<file path="src/rtl/core/frr_pkg.sv">
// Shared types and constants of the framed result receiver.
`timescale 1ns / 1ps
`default_nettype none
package frr_pkg;

	// Configuration port address width: five registers at byte addresses 4*i.
	localparam int AddrW = 5;
	localparam int EvW   = 3;

	typedef struct packed {
		logic [7:0] protocol_version;
		logic [7:0] target_code;
		logic [7:0] result_command;
		logic [5:0] result_payload_length;
		logic [5:0] max_payload_length;
	} cfg_t;

	// Decoded fields of the last accepted frame.
	typedef struct packed {
		logic        [15:0] sweep_no;
		logic        [15:0] point_no;
		logic        [63:0] frequency_millihertz;
		logic        [31:0] dds_tuning_word;
		logic        [31:0] sample_rate;
		logic        [15:0] transform_len;
		logic        [15:0] bin_no;
		logic signed [31:0] real_part;
		logic signed [31:0] imag_part;
		logic        [23:0] exponent_and_overrange;
		logic        [23:0] status_and_sequence;
	} held_t;

endpackage
`default_nettype wire

</file>
<file path="src/rtl/core/frr_if.sv">
// Channel interfaces of the framed result receiver: received bytes and results.
`timescale 1ns / 1ps
`default_nettype none
interface frr_byte_if;
	logic       valid;
	logic       ready;
	logic [7:0] rx_byte;

	modport source (output valid, output rx_byte, input ready);
	modport sink (input valid, input rx_byte, output ready);
endinterface

interface frr_result_if;
	logic              valid;
	logic              ready;
	logic        [2:0] event_res;
	logic       [15:0] sweep_no;
	logic       [15:0] point_no;
	logic       [63:0] frequency_millihertz;
	logic       [31:0] dds_tuning_word;
	logic       [31:0] sample_rate;
	logic       [15:0] transform_len;
	logic       [15:0] bin_no;
	logic signed [31:0] real_part;
	logic signed [31:0] imag_part;
	logic       [23:0] exponent_and_overrange;
	logic       [23:0] status_and_sequence;

	modport source (
		output valid, input ready, output event_res, output sweep_no, output point_no,
		output frequency_millihertz, output dds_tuning_word, output sample_rate,
		output transform_len, output bin_no, output real_part, output imag_part,
		output exponent_and_overrange, output status_and_sequence
	);
	modport sink (
		input valid, output ready, input event_res, input sweep_no, input point_no,
		input frequency_millihertz, input dds_tuning_word, input sample_rate,
		input transform_len, input bin_no, input real_part, input imag_part,
		input exponent_and_overrange, input status_and_sequence
	);
endinterface
`default_nettype wire

</file>
<file path="src/rtl/core/frr_cfg.sv">
// APB-style configuration registers of the framed result receiver.
`timescale 1ns / 1ps
`default_nettype none
module frr_cfg (
	input  wire logic                     clk,
	input  wire logic                     arst_n,
	input  wire logic                     psel,
	input  wire logic                     penable,
	input  wire logic                     pwrite,
	input  wire logic [frr_pkg::AddrW-1:0] paddr,
	input  wire logic [31:0]              pwdata,
	output logic      [31:0]              prdata,
	output logic                          pready,
	output frr_pkg::cfg_t                 cfg
);
	import frr_pkg::*;

	localparam logic [AddrW-3:0] RegVersion = 3'd0;
	localparam logic [AddrW-3:0] RegTarget  = 3'd1;
	localparam logic [AddrW-3:0] RegCommand = 3'd2;
	localparam logic [AddrW-3:0] RegResLen  = 3'd3;
	localparam logic [AddrW-3:0] RegMaxLen  = 3'd4;

	cfg_t             cfg_q;
	logic             wr_en;
	logic [AddrW-3:0] reg_idx;

	assign pready  = 1'b1;
	assign wr_en   = psel && penable && pwrite;
	assign reg_idx = paddr[AddrW-1:2];
	assign cfg     = cfg_q;

	always_ff @(posedge clk or negedge arst_n) begin
		if (!arst_n) begin
			cfg_q.protocol_version      <= 8'h01;
			cfg_q.target_code           <= 8'h00;
			cfg_q.result_command        <= 8'h00;
			cfg_q.result_payload_length <= 6'd37;
			cfg_q.max_payload_length    <= 6'd51;
		end else if (wr_en) begin
			unique case (reg_idx)
				RegVersion: cfg_q.protocol_version      <= pwdata[7:0];
				RegTarget:  cfg_q.target_code           <= pwdata[7:0];
				RegCommand: cfg_q.result_command        <= pwdata[7:0];
				RegResLen:  cfg_q.result_payload_length <= pwdata[5:0];
				RegMaxLen:  cfg_q.max_payload_length    <= pwdata[5:0];
				default: begin
				end
			endcase
		end
	end

	always_comb begin
		unique case (reg_idx)
			RegVersion: prdata = {24'd0, cfg_q.protocol_version};
			RegTarget:  prdata = {24'd0, cfg_q.target_code};
			RegCommand: prdata = {24'd0, cfg_q.result_command};
			RegResLen:  prdata = {26'd0, cfg_q.result_payload_length};
			RegMaxLen:  prdata = {26'd0, cfg_q.max_payload_length};
			default:    prdata = 32'd0;
		endcase
	end
endmodule
`default_nettype wire

</file>
<file path="src/rtl/core/frr_parser.sv">
// Frame parser: header hunt, CRC-16/CCITT-FALSE, frame checks and result capture.
`timescale 1ns / 1ps
`default_nettype none
module frr_parser #(
	parameter int FRAME_BUFFER_BYTES = 64
) (
	input  wire logic                   clk,
	input  wire logic                   arst_n,
	input  wire logic                   step,
	input  wire logic [7:0]             rx_byte,
	input  wire frr_pkg::cfg_t          cfg,
	output logic [frr_pkg::EvW-1:0]     event_res,
	output frr_pkg::held_t              held
);
	import frr_pkg::*;

	localparam logic [1:0] PhHunt  = 2'd0;
	localparam logic [1:0] PhSync2 = 2'd1;
	localparam logic [1:0] PhFixed = 2'd2;
	localparam logic [1:0] PhRest  = 2'd3;

	localparam logic [EvW-1:0] EvIgnored  = 3'd0;
	localparam logic [EvW-1:0] EvConsumed = 3'd1;
	localparam logic [EvW-1:0] EvAccept   = 3'd2;
	localparam logic [EvW-1:0] EvLenErr   = 3'd3;
	localparam logic [EvW-1:0] EvTailErr  = 3'd4;
	localparam logic [EvW-1:0] EvCrcErr   = 3'd5;
	localparam logic [EvW-1:0] EvHdrErr   = 3'd6;

	localparam logic [7:0]  SyncA    = 8'hF9;
	localparam logic [7:0]  SyncB    = 8'h26;
	localparam logic [7:0]  EndA     = 8'h62;
	localparam logic [7:0]  EndB     = 8'h9F;
	localparam logic [15:0] CrcPoly  = 16'h1021;
	localparam logic [15:0] CrcInit  = 16'hFFFF;

	// Longest frame is 13 overhead bytes plus a 63-byte payload.
	localparam int PosW        = 7;
	localparam int FixedLen    = 9;
	localparam int OverheadLen = 13;
	// Frame offsets that land in the result fields: payload bytes 0..36.
	localparam int ShadowBase  = 9;
	localparam int ShadowBytes = 37;
	localparam int PosVersion  = 2;
	localparam int PosTarget   = 3;
	localparam int PosCommand  = 4;
	localparam int PosSequence = 6;
	localparam int PosLenLo    = 7;

	function automatic logic [15:0] crc_byte(input logic [15:0] crc, input logic [7:0] b);
		logic [15:0] x;
		x = crc ^ {b, 8'h00};
		for (int i = 0; i < 8; i++) begin
			x = x[15] ? ((x << 1) ^ CrcPoly) : (x << 1);
		end
		return x;
	endfunction

	logic [1:0]      phase_q, phase_d;
	logic [PosW-1:0] pos_q, pos_d, pos_inc, pos_plus4;
	logic [PosW-1:0] exp_q, exp_d;
	logic [15:0]     crc_q, crc_d, crc_next;
	logic [7:0]      ver_q, tgt_q, cmd_q, seq_q, len_lo_q;
	logic [5:0]      plen_q;
	logic [7:0]      h1_q, h2_q, h3_q;
	logic [15:0]     plen_full;
	logic            buf_full;
	logic            capture;
	logic            shadow_wr;
	logic [7:0]      shadow_q [ShadowBytes];
	logic [7:0]      shadow_d [ShadowBytes];
	held_t           held_q, held_cap;

	assign pos_inc   = pos_q + PosW'(1);
	assign pos_plus4 = pos_q + PosW'(4);
	assign plen_full = {rx_byte, len_lo_q};
	assign crc_next  = crc_byte(crc_q, rx_byte);
	assign buf_full  = int'(pos_q) >= FRAME_BUFFER_BYTES;
	assign shadow_wr = step && (phase_q == PhRest) && !buf_full;
	assign held      = held_q;

	always_comb begin
		for (int k = 0; k < ShadowBytes; k++) begin
			shadow_d[k] = (shadow_wr && (pos_q == PosW'(ShadowBase + k))) ?
				rx_byte : shadow_q[k];
		end
	end

	// Result fields are taken from the store image including the final byte.
	always_comb begin
		held_cap.sweep_no             = {shadow_d[1], shadow_d[0]};
		held_cap.point_no             = {shadow_d[3], shadow_d[2]};
		held_cap.frequency_millihertz = {shadow_d[11], shadow_d[10], shadow_d[9],
			shadow_d[8], shadow_d[7], shadow_d[6], shadow_d[5], shadow_d[4]};
		held_cap.dds_tuning_word      = {shadow_d[15], shadow_d[14], shadow_d[13],
			shadow_d[12]};
		held_cap.sample_rate          = {shadow_d[19], shadow_d[18], shadow_d[17],
			shadow_d[16]};
		held_cap.transform_len        = {shadow_d[21], shadow_d[20]};
		held_cap.bin_no               = {shadow_d[23], shadow_d[22]};
		held_cap.real_part            = {shadow_d[27], shadow_d[26], shadow_d[25],
			shadow_d[24]};
		held_cap.imag_part            = {shadow_d[31], shadow_d[30], shadow_d[29],
			shadow_d[28]};
		held_cap.exponent_and_overrange = {shadow_d[32], shadow_d[34], shadow_d[33]};
		held_cap.status_and_sequence    = {shadow_d[36], shadow_d[35], seq_q};
	end

	always_comb begin
		phase_d   = phase_q;
		pos_d     = pos_q;
		exp_d     = exp_q;
		crc_d     = crc_q;
		event_res = EvConsumed;
		capture   = 1'b0;
		unique case (phase_q)
			PhHunt: begin
				if (rx_byte == SyncA) begin
					pos_d   = PosW'(1);
					crc_d   = CrcInit;
					phase_d = PhSync2;
				end else begin
					event_res = EvIgnored;
				end
			end
			PhSync2: begin
				if (rx_byte == SyncB) begin
					pos_d   = PosW'(2);
					crc_d   = CrcInit;
					phase_d = PhFixed;
				end else if (rx_byte == SyncA) begin
					pos_d = PosW'(1);
				end else begin
					phase_d = PhHunt;
					pos_d   = '0;
					exp_d   = '0;
					crc_d   = CrcInit;
				end
			end
			PhFixed: begin
				pos_d = pos_inc;
				crc_d = crc_next;
				if (pos_inc >= PosW'(FixedLen)) begin
					if (plen_full > {10'd0, cfg.max_payload_length}) begin
						event_res = EvLenErr;
						phase_d   = PhHunt;
						pos_d     = '0;
						exp_d     = '0;
						crc_d     = CrcInit;
					end else begin
						exp_d   = PosW'(OverheadLen) + PosW'(plen_full[5:0]);
						phase_d = PhRest;
					end
				end
			end
			PhRest: begin
				if (buf_full) begin
					event_res = EvLenErr;
					phase_d   = PhHunt;
					pos_d     = '0;
					exp_d     = '0;
					crc_d     = CrcInit;
				end else begin
					// The CRC covers the payload but not the CRC field or tail.
					if (pos_plus4 < exp_q) begin
						crc_d = crc_next;
					end
					pos_d = pos_inc;
					if (pos_inc >= exp_q) begin
						phase_d = PhHunt;
						pos_d   = '0;
						exp_d   = '0;
						crc_d   = CrcInit;
						if (h1_q != EndA || rx_byte != EndB) begin
							event_res = EvTailErr;
						end else if ({h2_q, h3_q} != crc_q) begin
							event_res = EvCrcErr;
						end else if (ver_q != cfg.protocol_version ||
								tgt_q != cfg.target_code ||
								cmd_q != cfg.result_command ||
								plen_q != cfg.result_payload_length) begin
							event_res = EvHdrErr;
						end else begin
							event_res = EvAccept;
							capture   = 1'b1;
						end
					end
				end
			end
			default: begin
				phase_d = PhHunt;
			end
		endcase
	end

	always_ff @(posedge clk or negedge arst_n) begin
		if (!arst_n) begin
			phase_q <= PhHunt;
			pos_q   <= '0;
			exp_q   <= '0;
			crc_q   <= CrcInit;
			held_q  <= '0;
		end else if (step) begin
			phase_q <= phase_d;
			pos_q   <= pos_d;
			exp_q   <= exp_d;
			crc_q   <= crc_d;
			if (capture) begin
				held_q <= held_cap;
			end
		end
	end

	// Header bytes, byte history and the result-field image need no reset.
	always_ff @(posedge clk) begin
		shadow_q <= shadow_d;
		if (step) begin
			h1_q <= rx_byte;
			h2_q <= h1_q;
			h3_q <= h2_q;
			if (phase_q == PhFixed) begin
				if (pos_q == PosW'(PosVersion)) ver_q <= rx_byte;
				if (pos_q == PosW'(PosTarget)) tgt_q <= rx_byte;
				if (pos_q == PosW'(PosCommand)) cmd_q <= rx_byte;
				if (pos_q == PosW'(PosSequence)) seq_q <= rx_byte;
				if (pos_q == PosW'(PosLenLo)) len_lo_q <= rx_byte;
				if (pos_inc >= PosW'(FixedLen)) plen_q <= plen_full[5:0];
			end
		end
	end
endmodule
`default_nettype wire

</file>
<file path="src/rtl/core/framed_result_receiver.sv">
// Top level of the framed result receiver: byte input stage, parser, result register.
//
// Channel  Role   Handshake        Payload
// rx       sink   valid / ready    rx_byte
// res      source valid / ready    event_res and the held result fields
// apb      slave  psel / penable   five registers of up to 8 bits at byte address 4*i
//
// One item per clock unless res stalls: a byte is registered, then parsed, and its
// result lands in the output register. The input stage keeps accepting while a
// result waits, until both stages are full. The parser state, the CRC and the
// held result are cleared by arst_n; the held fields read zero until the first
// accepted frame. A stalled result holds both its event and its fields.
`timescale 1ns / 1ps
`default_nettype none
module framed_result_receiver #(
	parameter int FRAME_BUFFER_BYTES = 64
) (
	input  wire logic                      clk,
	input  wire logic                      arst_n,
	frr_byte_if.sink                       rx,
	frr_result_if.source                   res,
	input  wire logic                      psel,
	input  wire logic                      penable,
	input  wire logic                      pwrite,
	input  wire logic [frr_pkg::AddrW-1:0] paddr,
	input  wire logic [31:0]               pwdata,
	output logic      [31:0]               prdata,
	output logic                           pready
);
	import frr_pkg::*;

	cfg_t           cfg;
	held_t          held;
	logic           byte_valid_s1;
	logic [7:0]     byte_s1;
	logic           advance;
	logic [EvW-1:0] event_d;
	logic           res_valid_q;
	logic [EvW-1:0] event_q;

	frr_cfg u_cfg (
		.clk     (clk),
		.arst_n  (arst_n),
		.psel    (psel),
		.penable (penable),
		.pwrite  (pwrite),
		.paddr   (paddr),
		.pwdata  (pwdata),
		.prdata  (prdata),
		.pready  (pready),
		.cfg     (cfg)
	);

	frr_parser #(
		.FRAME_BUFFER_BYTES (FRAME_BUFFER_BYTES)
	) u_parser (
		.clk       (clk),
		.arst_n    (arst_n),
		.step      (advance),
		.rx_byte   (byte_s1),
		.cfg       (cfg),
		.event_res (event_d),
		.held      (held)
	);

	// The staged byte moves on when the result register is empty or being read.
	assign advance  = byte_valid_s1 && (!res_valid_q || res.ready);
	assign rx.ready = !byte_valid_s1 || advance;

	always_ff @(posedge clk or negedge arst_n) begin
		if (!arst_n) begin
			byte_valid_s1 <= 1'b0;
			res_valid_q   <= 1'b0;
		end else begin
			if (rx.ready) begin
				byte_valid_s1 <= rx.valid;
			end
			if (advance) begin
				res_valid_q <= 1'b1;
			end else if (res.ready) begin
				res_valid_q <= 1'b0;
			end
		end
	end

	always_ff @(posedge clk) begin
		if (rx.ready && rx.valid) begin
			byte_s1 <= rx.rx_byte;
		end
		if (advance) begin
			event_q <= event_d;
		end
	end

	// The held fields change only on an advance, together with the event.
	assign res.valid                  = res_valid_q;
	assign res.event_res              = event_q;
	assign res.sweep_no               = held.sweep_no;
	assign res.point_no               = held.point_no;
	assign res.frequency_millihertz   = held.frequency_millihertz;
	assign res.dds_tuning_word        = held.dds_tuning_word;
	assign res.sample_rate            = held.sample_rate;
	assign res.transform_len          = held.transform_len;
	assign res.bin_no                 = held.bin_no;
	assign res.real_part              = held.real_part;
	assign res.imag_part              = held.imag_part;
	assign res.exponent_and_overrange = held.exponent_and_overrange;
	assign res.status_and_sequence    = held.status_and_sequence;
endmodule
`default_nettype wire
</file>
<file path="src/flat_wrapper.sv">
// flat-port wrapper written by rule: the top's interface ports become plain ports
module framed_result_receiver_flat import frr_pkg::*;
#(
	parameter int FRAME_BUFFER_BYTES = 64
)
  (clk, arst_n, psel, penable, pwrite, paddr, pwdata, prdata, pready, rx_valid, rx_rx_byte, rx_ready, res_valid, res_ready, res_event_res, res_sweep_no, res_point_no, res_frequency_millihertz, res_dds_tuning_word, res_sample_rate, res_transform_len, res_bin_no, res_real_part, res_imag_part, res_exponent_and_overrange, res_status_and_sequence);
  frr_byte_if rx_i ();
  frr_result_if res_i ();
  input  wire logic clk;
  input  wire logic arst_n;
  input  wire logic psel;
  input  wire logic penable;
  input  wire logic pwrite;
  input  wire logic [frr_pkg::AddrW-1:0] paddr;
  input  wire logic [31:0] pwdata;
  output logic      [31:0] prdata;
  output logic pready;
  input wire logic [$bits(rx_i.valid)-1:0] rx_valid;
  input wire logic [$bits(rx_i.rx_byte)-1:0] rx_rx_byte;
  output wire logic [$bits(rx_i.ready)-1:0] rx_ready;
  output wire logic [$bits(res_i.valid)-1:0] res_valid;
  input wire logic [$bits(res_i.ready)-1:0] res_ready;
  output wire logic [$bits(res_i.event_res)-1:0] res_event_res;
  output wire logic [$bits(res_i.sweep_no)-1:0] res_sweep_no;
  output wire logic [$bits(res_i.point_no)-1:0] res_point_no;
  output wire logic [$bits(res_i.frequency_millihertz)-1:0] res_frequency_millihertz;
  output wire logic [$bits(res_i.dds_tuning_word)-1:0] res_dds_tuning_word;
  output wire logic [$bits(res_i.sample_rate)-1:0] res_sample_rate;
  output wire logic [$bits(res_i.transform_len)-1:0] res_transform_len;
  output wire logic [$bits(res_i.bin_no)-1:0] res_bin_no;
  output wire logic [$bits(res_i.real_part)-1:0] res_real_part;
  output wire logic [$bits(res_i.imag_part)-1:0] res_imag_part;
  output wire logic [$bits(res_i.exponent_and_overrange)-1:0] res_exponent_and_overrange;
  output wire logic [$bits(res_i.status_and_sequence)-1:0] res_status_and_sequence;
  assign rx_i.valid = rx_valid;
  assign rx_i.rx_byte = rx_rx_byte;
  assign rx_ready = rx_i.ready;
  assign res_valid = res_i.valid;
  assign res_i.ready = res_ready;
  assign res_event_res = res_i.event_res;
  assign res_sweep_no = res_i.sweep_no;
  assign res_point_no = res_i.point_no;
  assign res_frequency_millihertz = res_i.frequency_millihertz;
  assign res_dds_tuning_word = res_i.dds_tuning_word;
  assign res_sample_rate = res_i.sample_rate;
  assign res_transform_len = res_i.transform_len;
  assign res_bin_no = res_i.bin_no;
  assign res_real_part = res_i.real_part;
  assign res_imag_part = res_i.imag_part;
  assign res_exponent_and_overrange = res_i.exponent_and_overrange;
  assign res_status_and_sequence = res_i.status_and_sequence;
  framed_result_receiver #(.FRAME_BUFFER_BYTES(FRAME_BUFFER_BYTES)) u_core (.clk(clk), .arst_n(arst_n), .rx(rx_i), .res(res_i), .psel(psel), .penable(penable), .pwrite(pwrite), .paddr(paddr), .pwdata(pwdata), .prdata(prdata), .pready(pready));
endmodule
</file>
<file path="config.mk">
export PLATFORM = sky130hd
export DESIGN_NAME = framed_result_receiver_flat
export DESIGN_NICKNAME = d
export VERILOG_FILES = /design/src/rtl/core/frr_pkg.sv /design/src/rtl/core/frr_if.sv /design/src/rtl/core/frr_cfg.sv /design/src/rtl/core/frr_parser.sv /design/src/rtl/core/framed_result_receiver.sv /design/src/flat_wrapper.sv
export SDC_FILE = /design/constraint.sdc
export NUM_CORES = 1
export LEC_CHECK = 0
export BUFFER_PORTS_ARGS = -buffer_cell sky130_fd_sc_hd__buf_4
export CORE_ASPECT_RATIO = 0.75
export CORE_MARGIN = 8
export CORE_UTILIZATION = 40
export CTS_BUF_LIST = sky130_fd_sc_hd__clkbuf_16
export DETAILED_ROUTE_END_ITERATION = 8
export SETUP_SLACK_MARGIN = 0.4
export SLEW_MARGIN = 5
export SYNTH_ARGS = -nofsm -noshare
export SYNTH_HDL_FRONTEND = slang
export SYNTH_SLANG_ARGS = --single-unit
export TNS_END_PERCENT = 20
</file>
<file path="constraint.sdc">
create_clock -name clk -period 2.9 [get_ports clk]
set_input_delay 0.29 -clock clk [delete_from_list [all_inputs] [get_ports clk]]
set_output_delay 0.29 -clock clk [all_outputs]
set_load 0.05 [all_outputs]
</file>
==> impl_metrics.tcl <==
set metrics [dict create \
    drtIter0Drc 898 \
    fmax_mhz 320.1 \
    first_global_vias 18340 \
    outcome "finished with violations" \
    grt_pass1_wl_um 117300 \
    tritoncts "built" \
    synthArstFlopShare_pct 49.80 \
    core-area_mm2 0.07010 \
    hold_violations 0 \
    synth_mux_area_share_pct 26.06 \
    switching_power_mw 5.757 \
    fin_crit_ns 3.124 \
    htreeDepth 3 \
    synth_xor_area_share_pct 2.535 \
    r2r_end "u_core.u_parser.held[204]" \
    rsz0062_at_grt "yes" \
    synth-compound-area-share_pct 1.700 \
    violations "setup timing" \
    start_util_pct 40.42 \
    nNetsFinal 2543 \
    cts.sinks 751 \
    ys_warn_count 0 \
    reg2reg_depth 11 \
    holdWs_ns 0.3092 \
    vdd_drop_max_uv 363.7 \
    holdCritPathClass "in2async" \
    synth.largest_area_cell "dfrtp_1" \
    crit_path_start_kind "flip-flop" \
    synth_top_family_by_area "multiplexers" \
    cts_root_buf "clkbuf_16" \
    clock_skew_ns 0.02061 \
    grt_max_degree 76 \
    switching_share_pct 24.68 \
    period_share_pct 107.7 \
    via_count 17180 \
    slew_headroom_pct 37.29 \
    reg2reg_from "u_core.u_parser.h1_q[4]" \
    worstMarginPinSlew_ns 0.9335 \
    fp.dieW_um 323.3 \
    intPower_mw 17.57 \
    syn_area_per_cell_um2 14.67 \
    maxSlewViolCount 0 \
    p_clk_share_pct 42.3 \
    syn_inst 1932 \
    p_leak_nw 17.39 \
    yosysSeqAreaShare_pct 62.64 \
    cts_made_buffers 75 \
    insertion_delay_ns 0.62 \
    place_inst 3278 \
    grt.overflow.total 0 \
    clockBufferDepth 3 \
    port_buffers 342 \
    syn2layout_area_growth_pct 31.03 \
    synth-simple-area-share_pct 3.347 \
    synth.distinct_cells 56 \
    wl_per_cell_um 22.76 \
    synth_top_area_share_pct 30.91 \
    yosys-top-cells-count "mux2_2, dfrtp_1, dfxtp_1, mux2_1, nor2_1" \
    p_per_area_mw_per_mm2 628.3 \
    layoutNonFillerInstCount 3473 \
    postLayoutCoreUtil_pct 52.96 \
    fin_setup_tns_ns -41.85 \
    drc 0 \
    gp_congestion 0.8093 \
    dieArea_mm2 0.07970 \
    vias_per_cell 4.946 \
    dr.pass1.iters 5 \
    synth_edf_count 81 \
    rrSetupSlack_ns -0.22 \
    setup_slack_ns -0.2243 \
    p_comb_share_pct 9.9 \
    pwr-share-seq_pct 47.7 \
    chipHeight_um 246.5 \
    ioPinCount 394 \
    critPathKind "reg2reg" \
    cp_max_fo 12 \
    antenna_left 0 \
    synth_flop_cell "dfrtp_1" \
    synth_area_leaders "dfrtp_1, dfxtp_1, mux2_2" \
    synth_most_common_cell "mux2_2" \
    grt_use_total_pct 19.18 \
    synth_fa_ha_area_share_pct 1.236 \
    rows 84 \
    ys_ff_latch 751 \
    power_mw 23.33 \
    netlist_area_mm2 0.02833 \
    critPathCaptureType "flip-flop" \
    wl_um 79060 \
    path_clk_slew_ns 0.06 \
    drv_cap 0 \
    dpl.hpwl_um 49950 \
    drive_gt1_share_pct 48.38 \
    critPathArrivalTime_ns 3.61 \
    antenna_found_initial 0 \
    required_ns 3.39 \
    setup_viol 304 \
]
state kept, by name (all words and copies together) (netlist names), 3 cells and up:
| register | count |
|---|---|
| u_core.u_parser.plen_q | 6 |
| u_core.u_parser.tgt_q | 8 |
| u_core.u_parser.h2_q | 8 |
| u_core.res.event_res | 3 |
| u_core.u_parser.held | 304 |
| u_core.u_cfg.cfg | 36 |
| u_core.u_parser.h1_q | 8 |
| u_core.u_parser.shadow_q | 296 |
| u_core.u_parser.len_lo_q | 8 |
| u_core.u_parser.seq_q | 8 |
| u_core.u_parser.h3_q | 8 |
| u_core.byte_s1 | 8 |
| u_core.u_parser.crc_q | 16 |
| u_core.u_parser.exp_q | 7 |
| u_core.u_parser.ver_q | 8 |
| u_core.u_parser.cmd_q | 8 |
| u_core.u_parser.pos_q | 7 |
layout make-up:
| type | instances | area, um2 |
|---|---|---|
| fill | 5858 | 32980 |
| sequential | 751 | 17750 |
| multi-input combinational | 1066 | 10750 |
| timing repair buffer | 543 | 4842 |
| clock buffer | 77 | 1927 |
| tap | 946 | 1184 |
| clock inverter | 63 | 575.6 |
| inverter | 26 | 97.59 |
| antenna | 1 | 2.502 |
logic make-up (layout without fill, tap and decap cells):
group	Yosys count	count (layout)
AND/OR/NAND/NOR	200	200
other	2	26
flip-flops	751	751
multiplexers	655	655
buffers and inverters	138	709
adder cells (fa/ha/maj)	28	28
XOR/XNOR	82	82
AO/OA/AOI/OAI	76	76
per-stage QoR:
step / cell area, um2 / setup WS, ns
detailed placement: 32910 / -0.3232
finish: 37120 / -0.2243
CTS: 36490 / -0.2145
global route: 37120 / -0.3429
floorplan: 28630 / -0.002111
global placement: 32910 / -0.3203
layer usage:
metal / GRT usage [%] / routed length, um / up-vias
li1: - / - / 7843
met1: 26.14 / 36190 / 8878
met2: 31.10 / 37440 / 364
met3: 4.509 / 4064 / 92
met4: 4.235 / 1368 / 0
met5: 0 / 0 / -
how the worst max path moves through the flow:
| stage | startpoint | endpoint | slack [ns] | cells after the start |
|---|---|---|---|---|
| after global placement | u_core.u_parser.h1_q[4] | u_core.u_parser.held[296] | -0.32 | 9 |
| after global routing | u_core.u_parser.h1_q[4] | u_core.u_parser.held[225] | -0.34 | 11 |
| final | u_core.u_parser.h1_q[4] | u_core.u_parser.held[204] | -0.22 | 11 |
| after detailed placement | u_core.u_parser.h1_q[4] | u_core.u_parser.held[1] | -0.32 | 9 |
| after CTS | u_core.byte_s1[5] | u_core.u_parser.held[204] | -0.21 | 11 |
| after floorplan | u_core.byte_s1[5] | u_core.u_parser.held[0] | -0.002 | 9 |
cells in the final DEF (no fill, tap or decap), types with 9 or more instances in the layout:
cell type / count
o21ai_0: 9
buf_4: 467
clkinv_1: 16
nor4_1: 9
nand2_1: 37
dfstp_2: 24
mux2_1: 107
inv_1: 40
dfxtp_1: 296
dfrtp_1: 349
mux2_4: 169
clkbuf_16: 86
mux2_2: 366
mux2i_1: 11
bufinv_16: 10
nand3_1: 12
buf_16: 10
buf_12: 22
xnor2_1: 22
nor2_1: 88
dlygate4sd3_1: 20
clkinv_2: 11
conb_1: 25
xor2_1: 59
a21oi_1: 18
ha_1: 25
a31oi_1: 18
edfxtp_1: 81
repair_timing:
action / 4_1_cts / 5_1_grt
hold buffers: 20 / 0
pin swaps: 6 / 7
endpoints found under the hold margin: 108 / 0
gates cloned: 7 / 10
gates resized for setup: 138 / 91
setup buffers: 14 / 3
setup endpoints to repair: 344 / 345
power groups by stage:
stage                     registers, mW  logic (mW)  clock network [mW]
after floorplan                    11.4        1.31                   0
after global placement             11.3        2.20                   0
after detailed placement           11.3        2.24                   0
after CTS                          11.1        2.29                10.1
after global routing               11.2        2.51                10.6
final                              11.1        2.32                9.87
worst max-delay path, cell delays in order (launching register included):
cell	delay [ns]
edfxtp_1	0.40
nor4b_2	0.30
nand3b_1	0.11
or4_4	0.42
or3_4	0.40
nor3_4	0.15
nor4b_4	0.24
buf_4	0.16
buf_12	0.14
buf_12	0.17
buf_16	0.16
mux2_1	0.34
No activity file was read; power rests on OpenSTA's default activity.
